File: config.mk
export PLATFORM = sky130hd
export DESIGN_NAME = stuffed_frame_receiver_crc16_flat
export DESIGN_NICKNAME = d
export VERILOG_FILES = /design/src/fsr_pkg.sv /design/src/fsr_if.sv /design/src/stuffed_frame_receiver_crc16.sv /design/src/fsr_front.sv /design/src/fsr_fifo.sv /design/src/fsr_back.sv /design/src/flat_wrapper.sv
export SDC_FILE = /design/constraint.sdc
export NUM_CORES = 1
export LEC_CHECK = 0
export ABC_AREA = 1
export BUFFER_PORTS_ARGS = -buffer_cell sky130_fd_sc_hd__clkbuf_2
export CAP_MARGIN = 15
export CORE_MARGIN = 10
export CORE_UTILIZATION = 65
export CTS_CLUSTER_SIZE = 24
export DETAILED_ROUTE_END_ITERATION = 10
export PLACE_DENSITY = 0.83
export SYNTH_ARGS = -nofsm -noshare
export SYNTH_HDL_FRONTEND = slang
export SYNTH_SLANG_ARGS = --single-unit
export TNS_END_PERCENT = 100
File: constraint.sdc
create_clock -name clock -period 7.35 [get_ports clock]
set_input_delay 1.47 -clock clock [delete_from_list [all_inputs] [get_ports clock]]
set_output_delay 1.47 -clock clock [all_outputs]
set_load 0.03 [all_outputs]
File: src/fsr_pkg.sv
// shared types and constants for the stuffed frame receiver
// no dependencies
package fsr_pkg;

   localparam int CSR_IDX_W = 2;
   localparam int CSR_DATA_W = 8;

   localparam logic [CSR_IDX_W-1:0] CSR_FLAG_BYTE   = 2'd0;
   localparam logic [CSR_IDX_W-1:0] CSR_ESCAPE_BYTE = 2'd1;
   localparam logic [CSR_IDX_W-1:0] CSR_ESCAPE_MASK = 2'd2;

   localparam logic [2:0] ST_OK       = 3'd0;
   localparam logic [2:0] ST_SHORT    = 3'd1;
   localparam logic [2:0] ST_BADLEN   = 3'd2;
   localparam logic [2:0] ST_MISMATCH = 3'd3;
   localparam logic [2:0] ST_CRC      = 3'd4;
   localparam logic [2:0] ST_OVERFLOW = 3'd5;

   typedef enum logic [1:0] {
      OP_STORE,
      OP_CLOSE,
      OP_OVERFLOW
   } op_type;

   typedef struct packed {
      op_type     op;
      logic [7:0] data;
   } cmd_type;

endpackage

File: src/fsr_if.sv
// request and response channel interfaces
// no dependencies
interface fsr_req_if;
   logic       valid;
   logic       ready;
   logic [7:0] rx_byte;
   modport source (output valid, output rx_byte, input ready);
   modport sink (input valid, input rx_byte, output ready);
endinterface

interface fsr_rsp_if;
   logic        valid;
   logic        ready;
   logic [2:0]  frame_status;
   logic [7:0]  message_type;
   logic [6:0]  payload_length;
   logic [7:0]  data_byte;
   logic        data_present;
   logic [5:0]  byte_position;
   logic        last_of_run;
   logic [31:0] good_frames;
   logic [31:0] format_errors;
   logic [31:0] crc_errors;
   modport source (output valid, input ready, output frame_status, output message_type,
                   output payload_length, output data_byte, output data_present,
                   output byte_position, output last_of_run, output good_frames,
                   output format_errors, output crc_errors);
   modport sink (input valid, output ready, input frame_status, input message_type,
                 input payload_length, input data_byte, input data_present,
                 input byte_position, input last_of_run, input good_frames,
                 input format_errors, input crc_errors);
endinterface

File: src/stuffed_frame_receiver_crc16.sv
// stuffed frame receiver top level: front, command queue, back
// results: once the closing flag is accepted, an error or empty-payload result passes through
// the queue and the result register, and a payload result also through S_READ and S_EMIT
// throughput: one line byte per cycle into a 4-entry queue when not full; stored bytes drain
// at one per cycle while the back end is idle; payload results use a registered store read
// reset: synchronous, idle, counters zero, config to flag 0x7E, escape 0x7D, mask 0x20
module stuffed_frame_receiver_crc16 #(
   parameter int MAX_PAYLOAD = 64,
   parameter int QUEUE_DEPTH = 4
) (
   input  logic                            clock,
   input  logic                            reset,
   input  logic                            csr_write,
   input  logic [fsr_pkg::CSR_IDX_W-1:0]   csr_index,
   input  logic [fsr_pkg::CSR_DATA_W-1:0]  csr_data,
   fsr_req_if.sink                         req_chan,
   fsr_rsp_if.source                       rsp_chan
);
   import fsr_pkg::*;

   logic    push, full, pop, empty;
   cmd_type push_data, head;

   fsr_front #(
      .MAX_PAYLOAD (MAX_PAYLOAD)
   ) u_front (
      .clock      (clock),
      .reset      (reset),
      .csr_write  (csr_write),
      .csr_index  (csr_index),
      .csr_data   (csr_data),
      .req        (req_chan),
      .push_valid (push),
      .push_data  (push_data),
      .fifo_full  (full)
   );

   fsr_fifo #(
      .DEPTH (QUEUE_DEPTH)
   ) u_fifo (
      .clock     (clock),
      .reset     (reset),
      .push      (push),
      .push_data (push_data),
      .full      (full),
      .pop       (pop),
      .head      (head),
      .empty     (empty)
   );

   fsr_back #(
      .MAX_PAYLOAD (MAX_PAYLOAD)
   ) u_back (
      .clock (clock),
      .reset (reset),
      .head  (head),
      .empty (empty),
      .pop   (pop),
      .rsp   (rsp_chan)
   );

endmodule

File: src/fsr_front.sv
// front end: config registers, flag and escape handling, command generation
// depends on fsr_pkg and fsr_if
module fsr_front #(
   parameter int MAX_PAYLOAD = 64
) (
   input  logic                            clock,
   input  logic                            reset,
   input  logic                            csr_write,
   input  logic [fsr_pkg::CSR_IDX_W-1:0]   csr_index,
   input  logic [fsr_pkg::CSR_DATA_W-1:0]  csr_data,
   fsr_req_if.sink                         req,
   output logic                            push_valid,
   output fsr_pkg::cmd_type                push_data,
   input  logic                            fifo_full
);
   import fsr_pkg::*;

   localparam int STORE_DEPTH = MAX_PAYLOAD + 5;
   localparam int FILL_W = $clog2(STORE_DEPTH + 1);

   logic [7:0]        flag_ff, esc_byte_ff, mask_ff;
   logic              recv_ff, recv_in;
   logic              esc_ff, esc_in;
   logic [FILL_W-1:0] fill_ff, fill_in;
   logic              accept;
   logic              do_store;
   logic [7:0]        store_byte;

   assign req.ready = !fifo_full;
   assign accept = req.valid && !fifo_full;

   always_comb begin
      recv_in = recv_ff;
      esc_in = esc_ff;
      fill_in = fill_ff;
      push_valid = 1'b0;
      push_data.op = OP_STORE;
      push_data.data = req.rx_byte;
      do_store = 1'b0;
      store_byte = req.rx_byte;
      if (accept) begin
         if (!recv_ff) begin
            if (req.rx_byte == flag_ff) begin
               recv_in = 1'b1;
               esc_in = 1'b0;
               fill_in = '0;
            end
         end else if (esc_ff) begin
            esc_in = 1'b0;
            store_byte = req.rx_byte ^ mask_ff;
            do_store = 1'b1;
         end else if (req.rx_byte == esc_byte_ff) begin
            esc_in = 1'b1;
         end else if (req.rx_byte == flag_ff) begin
            recv_in = 1'b0;
            push_valid = 1'b1;
            push_data.op = OP_CLOSE;
         end else begin
            do_store = 1'b1;
         end
         if (do_store) begin
            push_valid = 1'b1;
            push_data.data = store_byte;
            if (fill_ff < FILL_W'(STORE_DEPTH)) begin
               push_data.op = OP_STORE;
               fill_in = fill_ff + 1'b1;
            end else begin
               push_data.op = OP_OVERFLOW;
               recv_in = 1'b0;
               esc_in = 1'b0;
            end
         end
      end
   end

   always_ff @(posedge clock) begin
      if (reset) begin
         flag_ff <= 8'h7E;
         esc_byte_ff <= 8'h7D;
         mask_ff <= 8'h20;
         recv_ff <= 1'b0;
         esc_ff <= 1'b0;
         fill_ff <= '0;
      end else begin
         recv_ff <= recv_in;
         esc_ff <= esc_in;
         fill_ff <= fill_in;
         if (csr_write) begin
            case (csr_index)
               CSR_FLAG_BYTE:   flag_ff <= csr_data;
               CSR_ESCAPE_BYTE: esc_byte_ff <= csr_data;
               CSR_ESCAPE_MASK: mask_ff <= csr_data;
               default: ;
            endcase
         end
      end
   end

endmodule

File: src/fsr_fifo.sv
// short command queue between front and back
// depends on fsr_pkg
module fsr_fifo #(
   parameter int DEPTH = 4
) (
   input  logic             clock,
   input  logic             reset,
   input  logic             push,
   input  fsr_pkg::cmd_type push_data,
   output logic             full,
   input  logic             pop,
   output fsr_pkg::cmd_type head,
   output logic             empty
);
   import fsr_pkg::*;

   localparam int PTR_W = $clog2(DEPTH);

   cmd_type          slot_ff [DEPTH];
   logic [PTR_W:0]   wr_ptr_ff, rd_ptr_ff;

   assign empty = (wr_ptr_ff == rd_ptr_ff);
   assign full = (wr_ptr_ff[PTR_W-1:0] == rd_ptr_ff[PTR_W-1:0]) &&
                 (wr_ptr_ff[PTR_W] != rd_ptr_ff[PTR_W]);
   assign head = slot_ff[rd_ptr_ff[PTR_W-1:0]];

   always_ff @(posedge clock) begin
      if (push) begin
         slot_ff[wr_ptr_ff[PTR_W-1:0]] <= push_data;
      end
   end

   always_ff @(posedge clock) begin
      if (reset) begin
         wr_ptr_ff <= '0;
         rd_ptr_ff <= '0;
      end else begin
         if (push) begin
            wr_ptr_ff <= wr_ptr_ff + 1'b1;
         end
         if (pop) begin
            rd_ptr_ff <= rd_ptr_ff + 1'b1;
         end
      end
   end

endmodule

File: src/fsr_back.sv
// back end: frame store, running crc, close checks, counters and result register
// depends on fsr_pkg and fsr_if
module fsr_back #(
   parameter int MAX_PAYLOAD = 64
) (
   input  logic             clock,
   input  logic             reset,
   input  fsr_pkg::cmd_type head,
   input  logic             empty,
   output logic             pop,
   fsr_rsp_if.source        rsp
);
   import fsr_pkg::*;

   localparam int STORE_DEPTH = MAX_PAYLOAD + 5;
   localparam int FILL_W = $clog2(STORE_DEPTH + 1);
   localparam int ADDR_W = $clog2(STORE_DEPTH);
   localparam logic [15:0] CRC_INIT = 16'hFFFF;
   localparam logic [15:0] CRC_POLY = 16'h1021;

   typedef enum logic [1:0] {
      S_IDLE,
      S_READ,
      S_EMIT
   } state_type;

   function automatic logic [15:0] crc16_byte(input logic [15:0] c, input logic [7:0] d);
      logic [15:0] r;
      r = c ^ {d, 8'h00};
      for (int i = 0; i < 8; i++) begin
         if (r[15]) begin
            r = {r[14:0], 1'b0} ^ CRC_POLY;
         end else begin
            r = {r[14:0], 1'b0};
         end
      end
      return r;
   endfunction

   logic [7:0]        mem [STORE_DEPTH];
   logic [7:0]        rd_data_ff;
   logic [ADDR_W-1:0] rd_addr;

   state_type         state_ff, state_in;
   logic [FILL_W-1:0] fill_ff, fill_in;
   logic [15:0]       crc_ff, crc_in;
   logic [7:0]        h1_ff, h1_in, h2_ff, h2_in;
   logic [7:0]        len_hi_ff, len_hi_in, len_lo_ff, len_lo_in;
   logic [7:0]        type_ff, type_in;
   logic [6:0]        plen_ff, plen_in;
   logic [5:0]        pos_ff, pos_in;
   logic [31:0]       good_ff, good_in, fmt_ff, fmt_in, crcerr_ff, crcerr_in;

   logic              rv_ff, rv_in;
   logic [2:0]        o_status_ff, o_status_in;
   logic [7:0]        o_type_ff, o_type_in;
   logic [6:0]        o_plen_ff, o_plen_in;
   logic [7:0]        o_data_ff, o_data_in;
   logic              o_present_ff, o_present_in;
   logic [5:0]        o_pos_ff, o_pos_in;
   logic              o_last_ff, o_last_in;

   logic              out_free;
   logic [15:0]       len;
   logic [16:0]       len_plus4;
   logic              is_short, is_badlen, is_mismatch, is_crcbad;
   logic              load;
   logic              run_last;

   assign out_free = !rv_ff || rsp.ready;
   assign len = {len_hi_ff, len_lo_ff};
   assign len_plus4 = {1'b0, len} + 17'd4;
   assign is_short = fill_ff < FILL_W'(5);
   assign is_badlen = (len == 16'd0) || (len > 16'(MAX_PAYLOAD + 1));
   assign is_mismatch = 17'(fill_ff) != len_plus4;
   assign is_crcbad = {h2_ff, h1_ff} != crc_ff;
   assign rd_addr = ADDR_W'(pos_ff) + ADDR_W'(3);
   assign run_last = (7'(pos_ff) + 7'd1) == plen_ff;
   assign pop = (state_ff == S_IDLE) && !empty && ((head.op == OP_STORE) || out_free);

   always_ff @(posedge clock) begin
      if (pop && (head.op == OP_STORE)) begin
         mem[fill_ff[ADDR_W-1:0]] <= head.data;
      end
      rd_data_ff <= mem[rd_addr];
   end

   always_comb begin
      state_in = state_ff;
      fill_in = fill_ff;
      crc_in = crc_ff;
      h1_in = h1_ff;
      h2_in = h2_ff;
      len_hi_in = len_hi_ff;
      len_lo_in = len_lo_ff;
      type_in = type_ff;
      plen_in = plen_ff;
      pos_in = pos_ff;
      good_in = good_ff;
      fmt_in = fmt_ff;
      crcerr_in = crcerr_ff;
      load = 1'b0;
      o_status_in = ST_OK;
      o_type_in = 8'd0;
      o_plen_in = 7'd0;
      o_data_in = 8'd0;
      o_present_in = 1'b0;
      o_pos_in = 6'd0;
      o_last_in = 1'b1;
      case (state_ff)
         S_IDLE: begin
            if (pop) begin
               case (head.op)
                  OP_STORE: begin
                     fill_in = fill_ff + 1'b1;
                     h1_in = head.data;
                     h2_in = h1_ff;
                     if (fill_ff >= FILL_W'(2)) begin
                        crc_in = crc16_byte(crc_ff, h2_ff);
                     end
                     if (fill_ff == FILL_W'(0)) begin
                        len_hi_in = head.data;
                     end
                     if (fill_ff == FILL_W'(1)) begin
                        len_lo_in = head.data;
                     end
                     if (fill_ff == FILL_W'(2)) begin
                        type_in = head.data;
                     end
                  end
                  OP_CLOSE: begin
                     fill_in = '0;
                     crc_in = CRC_INIT;
                     if (is_short) begin
                        fmt_in = fmt_ff + 32'd1;
                        o_status_in = ST_SHORT;
                        load = 1'b1;
                     end else if (is_badlen) begin
                        fmt_in = fmt_ff + 32'd1;
                        o_status_in = ST_BADLEN;
                        load = 1'b1;
                     end else if (is_mismatch) begin
                        fmt_in = fmt_ff + 32'd1;
                        o_status_in = ST_MISMATCH;
                        load = 1'b1;
                     end else if (is_crcbad) begin
                        crcerr_in = crcerr_ff + 32'd1;
                        o_status_in = ST_CRC;
                        load = 1'b1;
                     end else begin
                        good_in = good_ff + 32'd1;
                        plen_in = len[6:0] - 7'd1;
                        if (len[6:0] == 7'd1) begin
                           o_type_in = type_ff;
                           load = 1'b1;
                        end else begin
                           pos_in = 6'd0;
                           state_in = S_READ;
                        end
                     end
                  end
                  OP_OVERFLOW: begin
                     fill_in = '0;
                     crc_in = CRC_INIT;
                     fmt_in = fmt_ff + 32'd1;
                     o_status_in = ST_OVERFLOW;
                     load = 1'b1;
                  end
                  default: ;
               endcase
            end
         end
         S_READ: begin
            state_in = S_EMIT;
         end
         S_EMIT: begin
            if (out_free) begin
               load = 1'b1;
               o_type_in = type_ff;
               o_plen_in = plen_ff;
               o_data_in = rd_data_ff;
               o_present_in = 1'b1;
               o_pos_in = pos_ff;
               o_last_in = run_last;
               if (run_last) begin
                  state_in = S_IDLE;
               end else begin
                  pos_in = pos_ff + 6'd1;
                  state_in = S_READ;
               end
            end
         end
         default: begin
            state_in = S_IDLE;
         end
      endcase
      rv_in = load ? 1'b1 : (rsp.ready ? 1'b0 : rv_ff);
   end

   always_ff @(posedge clock) begin
      h1_ff <= h1_in;
      h2_ff <= h2_in;
      len_hi_ff <= len_hi_in;
      len_lo_ff <= len_lo_in;
      type_ff <= type_in;
      plen_ff <= plen_in;
      pos_ff <= pos_in;
      if (load) begin
         o_status_ff <= o_status_in;
         o_type_ff <= o_type_in;
         o_plen_ff <= o_plen_in;
         o_data_ff <= o_data_in;
         o_present_ff <= o_present_in;
         o_pos_ff <= o_pos_in;
         o_last_ff <= o_last_in;
      end
      if (reset) begin
         state_ff <= S_IDLE;
         fill_ff <= '0;
         crc_ff <= CRC_INIT;
         good_ff <= '0;
         fmt_ff <= '0;
         crcerr_ff <= '0;
         rv_ff <= 1'b0;
      end else begin
         state_ff <= state_in;
         fill_ff <= fill_in;
         crc_ff <= crc_in;
         good_ff <= good_in;
         fmt_ff <= fmt_in;
         crcerr_ff <= crcerr_in;
         rv_ff <= rv_in;
      end
   end

   assign rsp.valid = rv_ff;
   assign rsp.frame_status = o_status_ff;
   assign rsp.message_type = o_type_ff;
   assign rsp.payload_length = o_plen_ff;
   assign rsp.data_byte = o_data_ff;
   assign rsp.data_present = o_present_ff;
   assign rsp.byte_position = o_pos_ff;
   assign rsp.last_of_run = o_last_ff;
   assign rsp.good_frames = good_ff;
   assign rsp.format_errors = fmt_ff;
   assign rsp.crc_errors = crcerr_ff;

endmodule

File: src/flat_wrapper.sv
// flat-port wrapper written by rule: the top's interface ports become plain ports
module stuffed_frame_receiver_crc16_flat import fsr_pkg::*;
#(
   parameter int MAX_PAYLOAD = 64,
   parameter int QUEUE_DEPTH = 4
)
  (clock, reset, csr_write, csr_index, csr_data, req_chan_valid, req_chan_rx_byte, req_chan_ready, rsp_chan_valid, rsp_chan_ready, rsp_chan_frame_status, rsp_chan_message_type, rsp_chan_payload_length, rsp_chan_data_byte, rsp_chan_data_present, rsp_chan_byte_position, rsp_chan_last_of_run, rsp_chan_good_frames, rsp_chan_format_errors, rsp_chan_crc_errors);
  fsr_req_if req_chan_i ();
  fsr_rsp_if rsp_chan_i ();
  input  logic clock;
  input  logic reset;
  input  logic csr_write;
  input  logic [fsr_pkg::CSR_IDX_W-1:0] csr_index;
  input  logic [fsr_pkg::CSR_DATA_W-1:0] csr_data;
  input wire logic [$bits(req_chan_i.valid)-1:0] req_chan_valid;
  input wire logic [$bits(req_chan_i.rx_byte)-1:0] req_chan_rx_byte;
  output wire logic [$bits(req_chan_i.ready)-1:0] req_chan_ready;
  output wire logic [$bits(rsp_chan_i.valid)-1:0] rsp_chan_valid;
  input wire logic [$bits(rsp_chan_i.ready)-1:0] rsp_chan_ready;
  output wire logic [$bits(rsp_chan_i.frame_status)-1:0] rsp_chan_frame_status;
  output wire logic [$bits(rsp_chan_i.message_type)-1:0] rsp_chan_message_type;
  output wire logic [$bits(rsp_chan_i.payload_length)-1:0] rsp_chan_payload_length;
  output wire logic [$bits(rsp_chan_i.data_byte)-1:0] rsp_chan_data_byte;
  output wire logic [$bits(rsp_chan_i.data_present)-1:0] rsp_chan_data_present;
  output wire logic [$bits(rsp_chan_i.byte_position)-1:0] rsp_chan_byte_position;
  output wire logic [$bits(rsp_chan_i.last_of_run)-1:0] rsp_chan_last_of_run;
  output wire logic [$bits(rsp_chan_i.good_frames)-1:0] rsp_chan_good_frames;
  output wire logic [$bits(rsp_chan_i.format_errors)-1:0] rsp_chan_format_errors;
  output wire logic [$bits(rsp_chan_i.crc_errors)-1:0] rsp_chan_crc_errors;
  assign req_chan_i.valid = req_chan_valid;
  assign req_chan_i.rx_byte = req_chan_rx_byte;
  assign req_chan_ready = req_chan_i.ready;
  assign rsp_chan_valid = rsp_chan_i.valid;
  assign rsp_chan_i.ready = rsp_chan_ready;
  assign rsp_chan_frame_status = rsp_chan_i.frame_status;
  assign rsp_chan_message_type = rsp_chan_i.message_type;
  assign rsp_chan_payload_length = rsp_chan_i.payload_length;
  assign rsp_chan_data_byte = rsp_chan_i.data_byte;
  assign rsp_chan_data_present = rsp_chan_i.data_present;
  assign rsp_chan_byte_position = rsp_chan_i.byte_position;
  assign rsp_chan_last_of_run = rsp_chan_i.last_of_run;
  assign rsp_chan_good_frames = rsp_chan_i.good_frames;
  assign rsp_chan_format_errors = rsp_chan_i.format_errors;
  assign rsp_chan_crc_errors = rsp_chan_i.crc_errors;
  stuffed_frame_receiver_crc16 #(.MAX_PAYLOAD(MAX_PAYLOAD), .QUEUE_DEPTH(QUEUE_DEPTH)) u_core (.clock(clock), .reset(reset), .csr_write(csr_write), .csr_index(csr_index), .csr_data(csr_data), .req_chan(req_chan_i), .rsp_chan(rsp_chan_i));
endmodule
### Yosys cells after proc, flatten, opt, wreduce, memory -nomap -nowiden

Memories as Yosys holds them, arrays and structs flattened. A register that Yosys moved wholly into a read port is not among the register bits.
Cells that the tools add are included.

| word-level totals | value |
|---|---|
| bits in registers | 248 |
| memory bits (writable) | 592 |
| bits of input ports | 23 |
| output and inout port bits | 132 |
| word-level logic and storage cells | 255 |
| memories | 2 |

| cells by class | value |
|---|---|
| $add $sub $neg | 12 |
| magnitude comparators | 4 |
| equality and inequality tests | 28 |
| muxes and demuxes | 129 |
| bitwise gates (word level) | 14 |
| reduce and logical (&&, ||, !) cells | 37 |

Memory list:

| memory | depth | bits a word | rd ports | clocked after memory_dff | write ports | line | text |
|---|---|---|---|---|---|---|---|
| u_core.u_back.mem | 69 | 8 | 1 | 1 | 1 | fsr_back.sv:40 | `logic [7:0] mem [STORE_DEPTH];` |
| u_core.u_fifo.slot_ff | 4 | 10 | 1 | 1 | 1 | fsr_fifo.sv:19 | `cmd_type slot_ff [DEPTH];` |

Operators with widths:

| kind | count |
|---|---|
| 16-bit 2-to-1 mux | 29 |
| 13-bit 2-to-1 mux | 8 |
| 32-bit by 1-bit adder with 32-bit output, second input constant | 3 |
| 32-bit 2-to-1 mux | 3 |
| 8-bit 2-to-1 mux | 10 |
| 32-bit one-hot mux with 2 select lines | 1 |
| 6-bit 2-to-1 mux | 9 |
| 1-bit 2-to-1 mux | 40 |
| 16-bit one-hot mux with 2 select lines | 1 |
| 7-bit 2-to-1 mux | 4 |
| 3-bit NOT | 8 |
| 2-bit 2-to-1 mux | 11 |
| 10-bit 2-to-1 mux | 2 |
| 4-bit AND reduction | 5 |
| 16-bit by 3-bit adder with 17-bit output, second input constant | 1 |
| 7-bit by 17-bit != test with 1-bit output | 1 |
| 8-bit == test | 2 |
| 16-bit by 7-bit > comparator with 1-bit output, second input constant | 1 |
| 16-bit logical NOT | 1 |
| 16-bit != test | 1 |
| 2-bit != test, second input constant | 8 |
| 8-bit one-hot mux with 2 select lines | 1 |
| 16-bit XOR | 1 |
| 7-bit by 1-bit adder with 7-bit output, second input constant | 2 |
| 38 further kinds | 71 |

### Depth between registers and ports, before layout

Gate-level depths: netlist of run 1.

| depth | value |
|---|---|
| depth after elaboration | 47 |
| gate-level depth with buffers | 18 |
| mapped depth without buffers | 18 |

### Hierarchy

From an unflattened synthesis of run 1, not the netlist that was laid out.

| second synthesis, totals | value |
|---|---|
| cells, all modules | 3684 |
| area total of the unflattened synthesis | 37315.8 um^2 |

Modules (own cells, without submodules):

| module | times used | cells each | area an instance (um^2) | seq. area each (um^2) |
|---|---|---|---|---|
| fsr_back | 1 | 3183 | 33204.3 | 21550.7 |
| fsr_fifo | 1 | 204 | 2142.1 | 1361.3 |
| fsr_front | 1 | 297 | 1969.4 | 660.6 |

### Least setup slack after synthesis of run 1

No wires, ideal clock.

| path | value |
|---|---|
| kind | register -> register |
| start point | reg (tool-made name) |
| end point | mem u_core.u_back.mem[42][0] (enable) |
| setup time | 0.395 ns |
| data arrival time | 3.124 ns |
| required time | 6.955 ns |
| setup slack | 3.831 ns |
| cell stages (with the launch flop) | 10 |
| buffers on the path | 1 |
| period minus slack after synthesis | 3.519 ns |
| path through | dfxtp_1 -> inv_1 -> clkbuf_1 -> a32oi_1 -> inv_1 -> ha_1 -> inv_1 -> nor2_1 -> nand2_1 -> nor4_1 |

RTL lines:

| element | line |
|---|---|
| to (decl) | fsr_back.sv:40 |

==> results of run 1 <==
logic make-up after synthesis:
group           after synthesis  share of synthesized area
compound gates              701                     0.1071
xor+xnor                    121                    0.02877
fa+ha+maj                    24                   0.008153
buf+inv                     420                    0.04457
flops                       842                     0.6400
simple gates               1499                     0.1713
per-stage QoR:
stage | util | setup WS (ns) | total power [mW] | hold WS [ns]
6_report | 0.7278 | 2.973 | 11.61 | 0.4711
5_1_grt | 0.7278 | 2.616 | 11.93 | 0.4902
4_1_cts | 0.7271 | 2.981 | 11.57 | 0.4692
3_5_place_dp | 0.6796 | 3.056 | 7.441 | 0.4593
3_3_place_gp | 0.6796 | 3.250 | 7.417 | 0.4535
2_1_floorplan | - | 3.831 | 6.823 | 0.4423
Yosys cell counts, drive strengths merged (24+ instances only):
master,n,area (sq um)
a21oi,124,620.6
buf,45,231.5
clkbuf,128,481.7
dfxtp,171,3423
edfxtp,671,20150
ha,24,300.3
inv,241,904.6
nand2,505,1908
nand3,183,943.4
nand4,88,556.8
nor2,634,2427
nor3,68,340.3
o211ai,60,450.4
o21ai,386,1932
o221ai,42,367.9
o22ai,78,488.0
xnor2,30,262.8
xor2,91,797.0
worst min path at each step:
stage,from,end,cells after the start
6_report,u_core.u_front.mask_ff[1],u_core.u_front.mask_ff[1],2
5_1_grt,u_core.u_front.mask_ff[3],u_core.u_front.mask_ff[3],2
4_1_cts,u_core.u_front.mask_ff[1],u_core.u_front.mask_ff[1],2
3_5_place_dp,u_core.u_back.h1_ff[1],u_core.u_back.h2_ff[1],0
3_3_place_gp,u_core.u_front.mask_ff[1],u_core.u_front.mask_ff[1],2
2_1_floorplan,u_core.u_front.mask_ff[5],u_core.u_front.mask_ff[5],2
tightest hold or removal path: cells and delay by family, from the launching register on:
| family | cells | cell delay, ns |
|---|---|---|
| flops | 1 | 0.31 |
| simple gates | 1 | 0.06 |
| compound gates | 1 | 0.05 |
cell type report:
type	instances	area, sq um
clock buffers	105	2191
clock inverters	46	483.0
fillers	3725	15320
inverters	247	933.4
multi-input cells	2345	11770
flip-flops and latches	842	23570
well taps	756	945.9
repair buffers	187	1057
power groups by stage:
stage | Sequential, mW | Combinational (mW) | Clock (mW)
floorplan | 6.02 | 0.798 | 0
global placement | 5.90 | 1.52 | 0
detailed placement | 5.90 | 1.54 | 0
CTS | 5.80 | 1.56 | 4.21
global route | 5.81 | 1.70 | 4.42
finish | 5.80 | 1.60 | 4.21
registers in the layout (all words and copies together), names as in the netlist, 7 cells and up, named ones only:
signal                            count
u_core.u_back.rsp.format_errors      32
u_core.u_front.fill_ff                7
u_core.u_front.flag_ff                8
u_core.u_back.rsp.payload_length      7
u_core.u_back.len_hi_ff               8
u_core.u_back.len_lo_ff               8
u_core.u_back.fill_ff                 7
u_core.u_back.mem                   544
u_core.u_back.plen_ff                 7
u_core.u_back.rsp.crc_errors         32
u_core.u_back.rsp.good_frames        32
u_core.u_front.mask_ff                8
u_core.u_back.crc_ff                 16
u_core.u_back.rd_data_ff              8
u_core.u_front.esc_byte_ff            8
u_core.u_fifo.slot_ff                40
u_core.u_back.rsp.message_type        8
u_core.u_back.rsp.data_byte           8
u_core.u_back.type_ff                 8
u_core.u_back.h2_ff                   8
u_core.u_back.h1_ff                   8
layer usage:
layer  wire length, um  global-route usage
met5                 0                   0
met2             46380              0.4628
met1             35650              0.3594
met3             10440             0.05871
met4              4222              0.1224
==> reports/metrics.csv, run 1 <==
stage;metric;value;unit
setup_path;crit_path_max_incr_delay;0.73;ns
layout;final_common_cell;edfxtp_1;
setup_path;critical_path_cell_count;12;
power;pwr-share-comb;0.138;
clocking;clock_sinks;842;
yosys;synth_edf_count;671;
clocking;insertion_delay;0.65;ns
setup_path;crit_chain;inv_1 > nand2_1 > a32oi_1 > inv_1 > ha_1 > inv_1 > nor2_2 > buf_4 > inv_1 > nor2_1 > nand2_1 > nor2_1;
drt;drt_wl_total;96.70;mm
setup_path;rrSetupSlack;2.97;ns
sta;max_freq;0.2284;GHz
setup_path;worstSetupEndpointType;flip-flop;
clocking;cts_resized;0;
setup_path;cpMostUsedCell;inv_1;
sta;period_needed;4.377;ns
setup_path;crit_fanout;23;
clocking;post_cts_buffers;0;
drt;antenna_left;0;
yosys;yosysSeqAreaShare;0.6400;
floorplan;start_util;0.6544;
grt;grt_pass1_vias;27170;
power;ir_drop;254.1;uV
setup_path;cp_slowest_cell;dfxtp_1;
grt;antenna_found_initial;0;
setup_path;regToRegEndpoint;u_core.u_back.mem[33][5];
yosys;synth_cells;3607;
yosys;async_flop_share;0;
clocking;clkSlewWorstSetupHoldPaths;0.06;ns
layout;design_area;0.04096;sq mm
placement;port_buffers;154;
layout;layout_common_cells;edfxtp_1 (671), nor2_1 (618), nand2_1 (502), o21ai_0 (384), inv_1 (235);
placement;dpl-instance-area;0.03824;sq mm
job;maxCapViolCount;0;
yosys;yosysUniqueCellTypes;46;
clocking;ctsLongestPathBuffers;3;
drt;dr.pass1.iters;6;
grt;grt_max_degree;185;
power;leakage;14.36;nW
sta;fin_skew;0.02450;ns
clocking;ctsHoldBuffers;0;
sta;relSlewSlack;0.2770;
clocking;cts_tree;built;
sta;slew_violations;0;
floorplan;rows;87;
setup_path;crit_end;u_core.u_back.mem[33][5];
setup_path;path_class;reg2reg;
setup_path;cp.arrival;4.65;ns
setup_path;rr_worst_depth;12;
floorplan;die_w;258.0;um
placement;dp_hpwl;59.03;mm
sta;setup_violations;0;
yosys;ys.flop_type;edfxtp_1;
drt;dr.first_iter.drc_count;3797;
clocking;h-tree-depth;3;
sta;setup_tns;0;ns
setup_path;critPathLaunchType;flip-flop;
power;clock_power_share;0.362;
clocking;cts.root.buffer_cell;clkbuf_16;
yosys;syn_area_per_cell;10.21;sq um
power;pwr-share-seq;0.500;
power;cellPowerDensity;283.4;mW/mm^2
drt;vias_per_cell;6.259;
run_status;outcome;finished clean;
placement;dp_cells;4375;
drt;num_vias;28340;
layout;stdcell_count;4528;
yosys;yosys_warnings;0;
sta;rsz0062_at_grt;false;
power;swShare;0.2754;
floorplan;core_area;0.05628;sq mm
grt;overflow;0;
setup_path;critPathBufInv;5;
sta;fin_crit_sh;0.5956;
layout;area_delta_synth_final;11.20;%
floorplan;die_area;0.06658;sq mm
layout;finalNetCount;3753;
grt;grt_pass1_wl;149.4;mm
yosys;syn_area;0.03683;sq mm
floorplan;design.portCount;155;
floorplan;die_h;258.0;um
layout;n_antenna_cell;0;
sta;finalHoldViolCount;0;
power;p_switching;3.197;mW
min_path;hold_class;reg2reg;
setup_path;crit_required;7.63;ns
layout;layout-drive-gt1-share;0.09305;
power;p_int;8.410;mW
yosys;syn_nets;3654;
clocking;cts_buffers;83;
placement;gp_congestion;0.9655;
drt;drc;0;
yosys;yosys_register_bits;842;
drt;post_drt_wl_per_cell;21.36;um
sta;worstMarginPinSlew;1.085;ns
setup_path;cp_top_family;simple AND/OR/NAND/NOR gates;
grt;grt_use_total;0.2818;
No activity file was read; power rests on OpenSTA's default activity.
==> inputs of run 2 (changes only) <==
Settings changed: CORE_UTILIZATION 65 to 56, PLACE_DENSITY 0.83 to 0.76.
Clock period 7.35 ns to 3.78 ns, I/O delays scaled along.
==> run 2 against run 1 <==
  * Clock skew grew 0.0034 ns
  * Sequential cell count is the same
  * Largest power group unchanged
  * Critical path type unchanged
  * Die area grew 15%
  * Worst setup slack lost 2.6 ns
==> reports/metrics.csv, run 2 (synthesis gave the netlist of run 1 again) <==
stage;metric;value;unit
run_status;outcome;finished clean;
grt;grt_use_total;0.2400;
sta;rsz0062_at_grt;false;
grt;grt_max_degree;151;
drt;drc;0;
min_path;min_path_cells;3;
layout;layout-drive-gt1-share;0.1053;
layout;final_util;0.6414;
clocking;cts_resized;0;
power;pwr-share-comb;0.137;
grt;grt_pass1_vias;26310;
power;p_switching;6.173;mW
placement;dp_hpwl;60.54;mm
placement;place_ws;0.4444;ns
sta;relSlewSlack;0.2554;
power;clock_power_share;0.364;
clocking;cts.root.buffer_cell;clkbuf_16;
placement;port_buffers;154;
sta;max_freq;0.2948;GHz
setup_path;crit_required;4.05;ns
min_path;hold_class;in2reg;
clocking;clkSlewWorstSetupHoldPaths;0.06;ns
floorplan;design.portCount;155;
power;swShare;0.2738;
power;cellPowerDensity;542.3;mW/mm^2
min_path;hold_end;u_core.u_front.mask_ff[5];
drt;num_vias;27620;
drt;post_drt_wl_per_cell;20.26;um
sta;setup_violations;0;
sta;layout_setup_ws;0.3877;ns
layout;final_common_cell;edfxtp_1;
clocking;insertion_delay;0.65;ns
clocking;cts_tree;built;
grt;grt_pass1_wl;148.0;mm
power;p_int;16.37;mW
power;leakage;14.71;nW
clocking;post_cts_buffers;0;
placement;dp_cells;4529;
floorplan;die_w;276.5;um
sta;fin_skew;0.02785;ns
sta;slew_violations;0;
sta;period_needed;3.392;ns
setup_path;crit_fanout;12;
clocking;h-tree-depth;3;
job;maxCapViolCount;0;
layout;regArea;0.02357;sq mm
setup_path;rr_worst_depth;11;
setup_path;critPathLaunchType;flip-flop;
layout;finalNetCount;3806;
power;pwr-share-seq;0.499;
floorplan;start_util;0.5683;
setup_path;rrSetupSlack;0.39;ns
sta;finalHoldViolCount;0;
drt;vias_per_cell;5.899;
clocking;cts_buffers;83;
drt;dr.pass1.iters;8;
clocking;ctsHoldBuffers;0;
drt;drt_wl_total;94.89;mm
floorplan;die_h;276.5;um
layout;fillerInstances;4982;
floorplan;die_area;0.07643;sq mm
setup_path;regToRegEndpoint;u_core.u_back.mem[35][2];
drt;dr.first_iter.drc_count;3297;
floorplan;core_area;0.06481;sq mm
grt;overflow;0;
drt;antenna_left;0;
layout;n_antenna_cell;0;
sta;fin_crit_sh;0.8974;
clocking;ctsLongestPathBuffers;3;
sta;setup_tns;0;ns
setup_path;worstSetupEndpointType;flip-flop;
layout;largest_register_ffs;544;
grt;antenna_found_initial;0;
min_path;holdCritStartpoint;csr_data[5];
power;ir_drop;389.9;uV
clocking;clock_sinks;842;
layout;multi_input_area;0.01177;sq mm
sta;worstMarginPinSlew;1.113;ns
floorplan;rows;93;
setup_path;cp.arrival;3.66;ns
setup_path;path_class;reg2reg;
layout;area_delta_synth_final;12.87;%
layout;stdcell_count;4683;
layout;layout_common_cells;edfxtp_1 (671), nor2_1 (618), nand2_1 (502), o21ai_0 (384), inv_1 (235);
placement;gp_congestion;0.9525;
==> run 2: metal layers <==
metal  up-vias  GRT usage  part of all wire
met2      1282     0.3969              0.48
met3       205    0.03484             0.083
met4         0    0.08510             0.034
met1     13180     0.3194              0.40
met5         -          0                 0
li1      12960          -                 -
==> run 2: cell type report <==
type | count | area share
timing repair buffer | 240 | 0.03624
clock inverter | 37 | 0.009270
tap | 855 | 0.02573
multi-input combinational | 2345 | 0.2832
clock buffer | 117 | 0.05601
inverter | 247 | 0.02245
sequential | 842 | 0.5671
==> run 2: power groups by stage <==
stage / Clock, mW / Combinational (mW) / Sequential, mW
after floorplan: 0 / 1.55 / 11.7
after global placement: 0 / 3.00 / 11.4
after detailed placement: 0 / 3.04 / 11.4
after CTS: 8.26 / 3.06 / 11.3
after global routing: 8.65 / 3.33 / 11.3
final: 8.20 / 3.08 / 11.3
==> run 2: worst max-delay path by stage <==
stage                                          end  startpoint  slack [ns]
after floorplan           u_core.u_back.mem[42][0]   flip-flop        0.26
after global placement    u_core.u_back.mem[32][5]   flip-flop        0.56
after detailed placement  u_core.u_back.mem[33][2]   flip-flop        0.44
after CTS                 u_core.u_back.mem[33][3]   flip-flop        0.41
after global routing      u_core.u_back.mem[33][7]   flip-flop        0.14
final                     u_core.u_back.mem[35][2]   flip-flop        0.39
==> run 2: through the flow <==
stage	hold WS [ns]	power [mW]	instance area, sq um
floorplan	0.4423	13.26	36830
global placement	0.4519	14.45	38860
detailed placement	0.4551	14.49	38860
CTS	0.3471	22.58	41570
global route	0.3533	23.27	41570
finish	0.3699	22.55	41570
==> run 2: critical path, stage by stage, from the launching register on <==
cell     delay, ns
dfxtp_1       0.50
inv_1         0.26
a21oi_1       0.18
a32oi_1       0.11
inv_1         0.12
ha_1          0.25
inv_1         0.07
nor2_2        0.12
inv_1         0.10
nor2_1        0.27
nand2_1       0.38
nor2_1        0.66
